### src/hdl/pls_pkg.sv
// pls_pkg: field widths, default sizes and operation/status codes of the list store.
// No dependencies; used by the channel interfaces, the top level and the checker.
package pls_pkg;

   localparam int CAPACITY_DEF   = 64;
   localparam int DATA_WIDTH_DEF = 32;

   // Fixed field widths of the channels
   localparam int OPCODE_W   = 2;
   localparam int POSITION_W = 7;
   localparam int DATA_W     = 32;
   localparam int STATUS_W   = 2;
   localparam int COUNT_W    = 7;

   typedef enum logic [OPCODE_W-1:0] {
      OP_INSERT = 2'd0,
      OP_GET    = 2'd1,
      OP_SET    = 2'd2,
      OP_DELETE = 2'd3
   } opcode_type;

   typedef enum logic [STATUS_W-1:0] {
      ST_DONE  = 2'd0,
      ST_RANGE = 2'd1,
      ST_FULL  = 2'd2
   } status_type;

endpackage

### src/hdl/pls_req_if.sv
// pls_req_if: command channel of the list store (valid/ready plus command fields).
// Depends on pls_pkg for field widths.
interface pls_req_if;
   logic                            valid;
   logic                            ready;
   logic [pls_pkg::OPCODE_W-1:0]    opcode;
   logic [pls_pkg::POSITION_W-1:0]  position;
   logic [pls_pkg::DATA_W-1:0]      data_in;

   modport source (output valid, output opcode, output position, output data_in,
                   input ready);
   modport sink   (input valid, input opcode, input position, input data_in,
                   output ready);
   modport mon    (input valid, input ready, input opcode, input position,
                   input data_in);
endinterface

### src/hdl/pls_rsp_if.sv
// pls_rsp_if: result channel of the list store (valid/ready plus result fields).
// Depends on pls_pkg for field widths.
interface pls_rsp_if;
   logic                            valid;
   logic                            ready;
   logic [pls_pkg::DATA_W-1:0]      data_out;
   logic [pls_pkg::STATUS_W-1:0]    status;
   logic [pls_pkg::COUNT_W-1:0]     entry_count;

   modport source (output valid, output data_out, output status, output entry_count,
                   input ready);
   modport sink   (input valid, input data_out, input status, input entry_count,
                   output ready);
   modport mon    (input valid, input ready, input data_out, input status,
                   input entry_count);
endinterface

### src/hdl/positional_list_store.sv
// positional_list_store: bounded ordered list addressed by position, one result per item.
// Depends on pls_pkg, pls_req_if and pls_rsp_if.
//
//   channel   dir   fields                               accepted when
//   req_ch    in    opcode, position, data_in            valid && ready
//   rsp_ch    out   data_out, status, entry_count        valid && ready
//
// Range and full errors skip the entry memory; get and set read the addressed entry;
// insert and delete shift the moved entries one at a time. The shift speed is set by
// the entry memory: one read port and one write port move one entry per cycle.
// Reset is synchronous; it empties the list, entry contents are left as they are.
// A stalled result sits in the output register; the next item is taken meanwhile,
// and its result waits until the register is free.
module positional_list_store #(
   parameter int CAPACITY   = pls_pkg::CAPACITY_DEF,
   parameter int DATA_WIDTH = pls_pkg::DATA_WIDTH_DEF
) (
   input  logic       clock,
   input  logic       reset,
   pls_req_if.sink    req_ch,
   pls_rsp_if.source  rsp_ch
);

   localparam int AW   = (CAPACITY > 1) ? $clog2(CAPACITY) : 1;
   localparam int CW   = $clog2(CAPACITY + 1);
   localparam int CMPW = (CW > pls_pkg::POSITION_W) ? CW : pls_pkg::POSITION_W;
   localparam logic [CMPW-1:0] CAP_C = CMPW'(CAPACITY);

   typedef enum logic [2:0] {
      S_IDLE,
      S_READ,
      S_READ_WAIT,
      S_SHIFT,
      S_DRAIN,
      S_PUT,
      S_DONE
   } state_type;

   // Entry memory: one write and one registered read per cycle
   logic [DATA_WIDTH-1:0] entry_mem_ff [CAPACITY];
   logic [DATA_WIDTH-1:0] rd_data_ff;
   logic [AW-1:0]         rd_addr;
   logic                  mem_we;
   logic [AW-1:0]         mem_waddr;
   logic [DATA_WIDTH-1:0] mem_wdata;

   state_type             state_ff, state_in;
   logic [CW-1:0]         count_ff, count_in;
   pls_pkg::opcode_type   op_ff, op_in;
   logic [AW-1:0]         pos_ff, pos_in;
   logic [DATA_WIDTH-1:0] val_ff, val_in;
   logic [DATA_WIDTH-1:0] result_ff, result_in;
   pls_pkg::status_type   status_ff, status_in;
   logic [AW-1:0]         rd_ptr_ff, rd_ptr_in;
   logic [AW-1:0]         wr_ptr_ff, wr_ptr_in;
   logic                  pend_ff, pend_in;

   logic                  rsp_valid_ff, rsp_valid_in;
   logic [DATA_WIDTH-1:0] rsp_data_ff, rsp_data_in;
   pls_pkg::status_type   rsp_status_ff, rsp_status_in;
   logic [CW-1:0]         rsp_count_ff, rsp_count_in;

   logic [CMPW-1:0]       pos_c;
   logic [CMPW-1:0]       cnt_c;
   logic [AW-1:0]         last_addr;
   logic                  dir_up;
   logic [AW-1:0]         rd_step;
   logic [AW-1:0]         wr_step;

   assign req_ch.ready       = (state_ff == S_IDLE);
   assign rsp_ch.valid       = rsp_valid_ff;
   assign rsp_ch.data_out    = pls_pkg::DATA_W'(rsp_data_ff);
   assign rsp_ch.status      = rsp_status_ff;
   assign rsp_ch.entry_count = pls_pkg::COUNT_W'(rsp_count_ff);

   // Range checks against the current fill
   assign pos_c     = CMPW'(req_ch.position);
   assign cnt_c     = CMPW'(count_ff);
   assign last_addr = AW'(count_ff - CW'(1));

   // Pointer stepper: insert walks toward the front, delete toward the back
   assign dir_up  = (op_ff != pls_pkg::OP_INSERT);
   assign rd_step = dir_up ? AW'(rd_ptr_ff + AW'(1)) : AW'(rd_ptr_ff - AW'(1));
   assign wr_step = dir_up ? AW'(wr_ptr_ff + AW'(1)) : AW'(wr_ptr_ff - AW'(1));

   // Sequencer
   always_comb begin
      state_in      = state_ff;
      count_in      = count_ff;
      op_in         = op_ff;
      pos_in        = pos_ff;
      val_in        = val_ff;
      result_in     = result_ff;
      status_in     = status_ff;
      rd_ptr_in     = rd_ptr_ff;
      wr_ptr_in     = wr_ptr_ff;
      pend_in       = pend_ff;
      rsp_data_in   = rsp_data_ff;
      rsp_status_in = rsp_status_ff;
      rsp_count_in  = rsp_count_ff;
      rsp_valid_in  = rsp_valid_ff && !rsp_ch.ready;
      rd_addr       = rd_ptr_ff;
      mem_we        = 1'b0;
      mem_waddr     = wr_ptr_ff;
      mem_wdata     = rd_data_ff;

      case (state_ff)
         S_IDLE: begin
            if (req_ch.valid) begin
               op_in     = pls_pkg::opcode_type'(req_ch.opcode);
               pos_in    = AW'(req_ch.position);
               val_in    = DATA_WIDTH'(req_ch.data_in);
               result_in = '0;
               status_in = pls_pkg::ST_DONE;
               pend_in   = 1'b0;
               if (pls_pkg::opcode_type'(req_ch.opcode) == pls_pkg::OP_INSERT) begin
                  if (pos_c > cnt_c) begin
                     status_in = pls_pkg::ST_RANGE;
                     state_in  = S_DONE;
                  end else if (cnt_c >= CAP_C) begin
                     status_in = pls_pkg::ST_FULL;
                     state_in  = S_DONE;
                  end else if (pos_c == cnt_c) begin
                     state_in = S_PUT;
                  end else begin
                     rd_ptr_in = last_addr;
                     wr_ptr_in = AW'(count_ff);
                     state_in  = S_SHIFT;
                  end
               end else if (pos_c >= cnt_c) begin
                  status_in = pls_pkg::ST_RANGE;
                  state_in  = S_DONE;
               end else begin
                  rd_ptr_in = AW'(req_ch.position);
                  state_in  = S_READ;
               end
            end
         end
         S_READ: begin
            // read of the addressed entry is in flight
            state_in = S_READ_WAIT;
         end
         S_READ_WAIT: begin
            result_in = rd_data_ff;
            case (op_ff)
               pls_pkg::OP_SET: begin
                  mem_we    = 1'b1;
                  mem_waddr = pos_ff;
                  mem_wdata = val_ff;
                  state_in  = S_DONE;
               end
               pls_pkg::OP_DELETE: begin
                  if (pos_ff == last_addr) begin
                     count_in = count_ff - CW'(1);
                     state_in = S_DONE;
                  end else begin
                     rd_ptr_in = AW'(pos_ff + AW'(1));
                     wr_ptr_in = pos_ff;
                     pend_in   = 1'b0;
                     state_in  = S_SHIFT;
                  end
               end
               default: begin
                  state_in = S_DONE;
               end
            endcase
         end
         S_SHIFT: begin
            // read one entry, write the one read last cycle to its new place
            if (pend_ff) begin
               mem_we    = 1'b1;
               wr_ptr_in = wr_step;
            end
            pend_in = 1'b1;
            if ((!dir_up && rd_ptr_ff == pos_ff) || (dir_up && rd_ptr_ff == last_addr)) begin
               state_in = S_DRAIN;
            end else begin
               rd_ptr_in = rd_step;
            end
         end
         S_DRAIN: begin
            mem_we  = 1'b1;
            pend_in = 1'b0;
            if (dir_up) begin
               count_in = count_ff - CW'(1);
               state_in = S_DONE;
            end else begin
               state_in = S_PUT;
            end
         end
         S_PUT: begin
            mem_we    = 1'b1;
            mem_waddr = pos_ff;
            mem_wdata = val_ff;
            count_in  = count_ff + CW'(1);
            result_in = val_ff;
            state_in  = S_DONE;
         end
         S_DONE: begin
            // hand the item to the output register once it is free
            if (!rsp_valid_ff || rsp_ch.ready) begin
               rsp_valid_in  = 1'b1;
               rsp_data_in   = result_ff;
               rsp_status_in = status_ff;
               rsp_count_in  = count_ff;
               state_in      = S_IDLE;
            end
         end
         default: begin
            state_in = S_IDLE;
         end
      endcase
   end

   // State and registered outputs
   always_ff @(posedge clock) begin
      if (reset) begin
         state_ff     <= S_IDLE;
         count_ff     <= '0;
         pend_ff      <= 1'b0;
         rsp_valid_ff <= 1'b0;
      end else begin
         state_ff     <= state_in;
         count_ff     <= count_in;
         pend_ff      <= pend_in;
         rsp_valid_ff <= rsp_valid_in;
      end
      op_ff         <= op_in;
      pos_ff        <= pos_in;
      val_ff        <= val_in;
      result_ff     <= result_in;
      status_ff     <= status_in;
      rd_ptr_ff     <= rd_ptr_in;
      wr_ptr_ff     <= wr_ptr_in;
      rsp_data_ff   <= rsp_data_in;
      rsp_status_ff <= rsp_status_in;
      rsp_count_ff  <= rsp_count_in;
   end

   // Entry memory ports
   always_ff @(posedge clock) begin
      if (mem_we) begin
         entry_mem_ff[mem_waddr] <= mem_wdata;
      end
      rd_data_ff <= entry_mem_ff[rd_addr];
   end

endmodule

### src/flat_wrapper.sv
// flat-port wrapper written by rule: the top's interface ports become plain ports
module positional_list_store_flat 
#(
   parameter int CAPACITY   = pls_pkg::CAPACITY_DEF,
   parameter int DATA_WIDTH = pls_pkg::DATA_WIDTH_DEF
)
  (clock, reset, req_ch_valid, req_ch_opcode, req_ch_position, req_ch_data_in, req_ch_ready, rsp_ch_valid, rsp_ch_data_out, rsp_ch_status, rsp_ch_entry_count, rsp_ch_ready);
  pls_req_if req_ch_i ();
  pls_rsp_if rsp_ch_i ();
  input  logic clock;
  input  logic reset;
  input wire logic [$bits(req_ch_i.valid)-1:0] req_ch_valid;
  input wire logic [$bits(req_ch_i.opcode)-1:0] req_ch_opcode;
  input wire logic [$bits(req_ch_i.position)-1:0] req_ch_position;
  input wire logic [$bits(req_ch_i.data_in)-1:0] req_ch_data_in;
  output wire logic [$bits(req_ch_i.ready)-1:0] req_ch_ready;
  output wire logic [$bits(rsp_ch_i.valid)-1:0] rsp_ch_valid;
  output wire logic [$bits(rsp_ch_i.data_out)-1:0] rsp_ch_data_out;
  output wire logic [$bits(rsp_ch_i.status)-1:0] rsp_ch_status;
  output wire logic [$bits(rsp_ch_i.entry_count)-1:0] rsp_ch_entry_count;
  input wire logic [$bits(rsp_ch_i.ready)-1:0] rsp_ch_ready;
  assign req_ch_i.valid = req_ch_valid;
  assign req_ch_i.opcode = req_ch_opcode;
  assign req_ch_i.position = req_ch_position;
  assign req_ch_i.data_in = req_ch_data_in;
  assign req_ch_ready = req_ch_i.ready;
  assign rsp_ch_valid = rsp_ch_i.valid;
  assign rsp_ch_data_out = rsp_ch_i.data_out;
  assign rsp_ch_status = rsp_ch_i.status;
  assign rsp_ch_entry_count = rsp_ch_i.entry_count;
  assign rsp_ch_i.ready = rsp_ch_ready;
  positional_list_store #(.CAPACITY(CAPACITY), .DATA_WIDTH(DATA_WIDTH)) u_core (.clock(clock), .reset(reset), .req_ch(req_ch_i), .rsp_ch(rsp_ch_i));
endmodule
### config.mk
export PLATFORM = sky130hd
export DESIGN_NAME = positional_list_store_flat
export DESIGN_NICKNAME = d
export VERILOG_FILES = /design/src/hdl/pls_pkg.sv /design/src/hdl/pls_req_if.sv /design/src/hdl/pls_rsp_if.sv /design/src/hdl/positional_list_store.sv /design/src/flat_wrapper.sv
export SDC_FILE = /design/constraint.sdc
export NUM_CORES = 2
export LEC_CHECK = 0
export BUFFER_PORTS_ARGS = -buffer_cell sky130_fd_sc_hd__buf_2
export CORE_MARGIN = 2
export CORE_UTILIZATION = 55
export DETAILED_ROUTE_END_ITERATION = 6
export GPL_TIMING_DRIVEN = 0
export PLACE_DENSITY_LB_ADDON = 0.2
export SYNTH_ARGS = -nofsm -noshare
export SYNTH_HDL_FRONTEND = slang
export SYNTH_SLANG_ARGS = --single-unit
### constraint.sdc
create_clock -name clock -period 8.7 [get_ports clock]
set_input_delay 1.305 -clock clock [delete_from_list [all_inputs] [get_ports clock]]
set_output_delay 1.305 -clock clock [all_outputs]
set_load 0.02 [all_outputs]
==> impl_metrics.yaml <==
status:
  status: "finished with violations"
  violations: "capacitance limit"
finish:
  final_common_cell: "edfxtp_1"
  area_growth_syn_to_layout_pct: 14.0
  final_cell_count_no_fill: 6272
  fin_area_um2: 97300
  drive_gt1_frac: 0.297
  final_cell_mix: "edfxtp_1 (2175), mux4_2 (623), clkbuf_16 (214)"
  layout.nets: 4113
logic_synthesis:
  synth_fp_nets: 3742
  synth.yosys.seq_area_share: 0.776
  synth.cell_area_um2: 85300
  synthFlopType: "edfxtp_1"
  yosysUniqueCellTypes: 60
  ys_ff_latch: 2219
  async_flop_share: 0
  synthCells: 3677
  synth_edf_count: 2175
  avgSynthCellArea_um2: 23.2
  yosysWarnings: 0
power_and_ir_drop:
  p_leak_nw: 30.6
  powerDensity_nw_per_um2: 352
  finalPower_mw: 34.2
  ir_drop_mv: 0.292
timing:
  period_share: 0.643
  fin_skew_ps: 43.8
  slew_violations: 0
  timing.final.ws_setup_ps: 3110
  finalSetupViolations: 0
  finalHoldViolations: 0
  worstMarginPinSlew_ps: 1490
  layout_min_cycle_time_ps: 5590
  finalSetupTns_ps: 0
  fmax_mhz: 179
  rsz0062_at_grt: "no"
  max-slew-margin-rel: 0.00773
critical_path:
  path_class: "flop to flop"
  crit_chain: "clkbuf_1 > buf_1 > clkbuf_1 > mux4_2 > o22ai_1 > nor2_1"
  cp_max_fo: 10
  worstPathRequired_ps: 9390
  cp.buffers_inverters: 3
  critPathTopFamily: "buffers and inverters"
  worstSetupEndpointType: "flop"
  cp.arrival_ps: 6280
  slowest_delay_ps: 1130
  critical_path.slowest_cell: "buf_1"
  crit_top_cell: "clkbuf_1"
  cp-start-kind: "flop"
die:
  rows: 144
  die_h_um: 398
  die_w_um: 398
  die-area_um2: 158000
  core_um2: 154000
  initial_core_util: 0.554
  io_pins: 88
placed_design:
  place_ws_ps: 3550
  io_buffers: 86
  hpwl_um: 146000
  gp_congestion: 0.975
  place_inst: 5876
  placed_area_um2: 90300
clock_tree:
  cts_made_buffers: 214
  cts_tree: "done"
  path_clk_slew_ps: 70
  root_buffer: "clkbuf_16"
  cts_setup_buffers: 0
  post_cts_resized: 0
  insertion_delay_ps: 880
  ctsHoldBuffers: 0
  cts.sinks: 2219
  clk_path_buf_depth: 3
  h-tree-depth: 4
routing:
  wl_met1_um: 84300
  wl_met2_um: 110000
  dr.pass1.iters: 6
  via_per_inst: 6.62
  ant_nets: 0
  wl_met3_um: 24000
  drt-total-wl_um: 228000
  num_vias: 41499
  top_layer: "met5"
  drc: 0
  wl_per_cell_um: 36.3
  drt_iter0_drc: 6244
job:
  maxCapViolCount: 1
global_routing:
  grt_overflow_total: 0
  grt_pass1_vias: 40816
  grt_antenna_before_repair: 9
  grt_max_degree: 65
  gr-usage-all-layers: 0.292
  grt_pass1_wl_um: 316000
min_path:
  worstHoldPathType: "flop to flop"
power by group:
part / total [mW] / switching (mW) / internal (mW)
Sequential: 14.6 / 0.268 / 14.3
Combinational: 10.5 / 7.10 / 3.38
Clock: 9.18 / 4.02 / 5.16
synth_stat cells, types with 3 or more instances:
cell type	number	area (um^2)
xor2_1	11	96.3
o31a_1	3	26.3
a21oi_1	35	175
buf_4	12	90.1
mux4_2	623	14000
buf_2	71	355
o31ai_1	6	45.0
edfxtp_1	2175	65300
a22o_1	32	280
nand2b_1	10	62.6
buf_1	28	105
o21ai_0	22	110
nand3_1	12	60.1
dfxtp_1	44	881
nand2_1	67	251
o211ai_1	4	30.0
mux2_2	32	360
ha_1	18	225
a211o_1	3	26.3
a31oi_1	5	31.3
a211oi_1	5	37.5
nor2b_1	12	75.1
nand4_1	3	18.8
clkbuf_1	86	323
nor2_1	120	450
and4_1	3	26.3
and2_1	4	25.0
nor4_1	5	31.3
o22ai_1	16	100
xnor2_1	22	193
buf_6	3	33.8
nor3_1	7	35.0
o21bai_1	3	22.5
a22oi_1	64	480
a21o_1	8	60.1
mux2i_1	39	390
a311oi_1	4	35.0
nand3b_1	5	37.5
or2_2	3	18.8
inv_1	21	78.8
mux2_1	5	56.3
path summary, 6_finish.rpt:
check	to	slack, ps	from	depth (start not counted)
worst max register to register	u_core.rd_data_ff[26]	3110	u_core.rd_addr[3]	6
worst min register to register	u_core.rsp_ch.data_out[8]	410	u_core.result_ff[8]	0
worst max-delay path	u_core.rd_data_ff[26]	3110	u_core.rd_addr[3]	6
worst min-delay path	u_core.rsp_ch.data_out[8]	410	u_core.result_ff[8]	0
cell families (layout without fill, tap and decap cells):
logic type,Yosys count,after routing,share of synthesized area
compound gates,221,221,0.0183
xor+xnor,33,33,0.00339
fa+ha+maj,20,20,0.00311
buf+inv,221,768,0.0116
flops,2219,2219,0.776
mux,699,699,0.174
other cells,0,4,0
simple gates,264,264,0.0141
worst reg2reg max path: cells and delay by family, from the launching register on:
| family | cells | cell delay, ps |
|---|---|---|
| and+or+nand+nor | 1 | 80 |
| muxes | 1 | 530 |
| AOI/OAI and AO/OA | 1 | 1110 |
| DFF | 1 | 470 |
| buffers and inverters | 3 | 3240 |
layer usage:
metal	vias to the layer above	GRT usage
met5	-	0
met4	2	0.119
met3	394	0.0707
met2	2426	0.458
met1	22185	0.400
li1	16492	-
area by class of cell:
type,count,area (um^2)
fill,10172,56700
tap,2044,2560
inverter,21,78.8
antenna,4,10.0
multi-input combinational,1237,18700
clock buffer,267,5570
buffer,200,907
sequential,2219,66200
clock inverter,125,1380
timing repair buffer,155,1900
through the flow:
stage	hold slack (ps)	util
3_3_place_gp	403	0.573
5_1_grt	410	0.632
2_1_floorplan	400	-
3_5_place_dp	405	0.586
4_1_cts	409	0.631
6_report	410	0.632
registers in the layout, indices dropped and copies added, names as in the netlist:
| register | count |
|---|---|
| u_core.rsp_ch.valid | 1 |
| u_core.pend_ff | 1 |
| u_core.state_ff | 3 |
| u_core.status_ff | 2 |
| u_core.rsp_ch.entry_count | 7 |
| u_core.result_ff | 32 |
| u_core.pos_ff | 6 |
| u_core.cnt_c | 7 |
| u_core.entry_mem_ff | 2048 |
| u_core.rd_data_ff | 32 |
| u_core.rsp_ch.data_out | 32 |
| u_core.op_ff | 2 |
| u_core.wr_ptr_ff | 6 |
| u_core.rd_addr | 6 |
| u_core.rsp_ch.status | 2 |
| u_core.val_ff | 32 |
(Power assumes the default switching activity.)
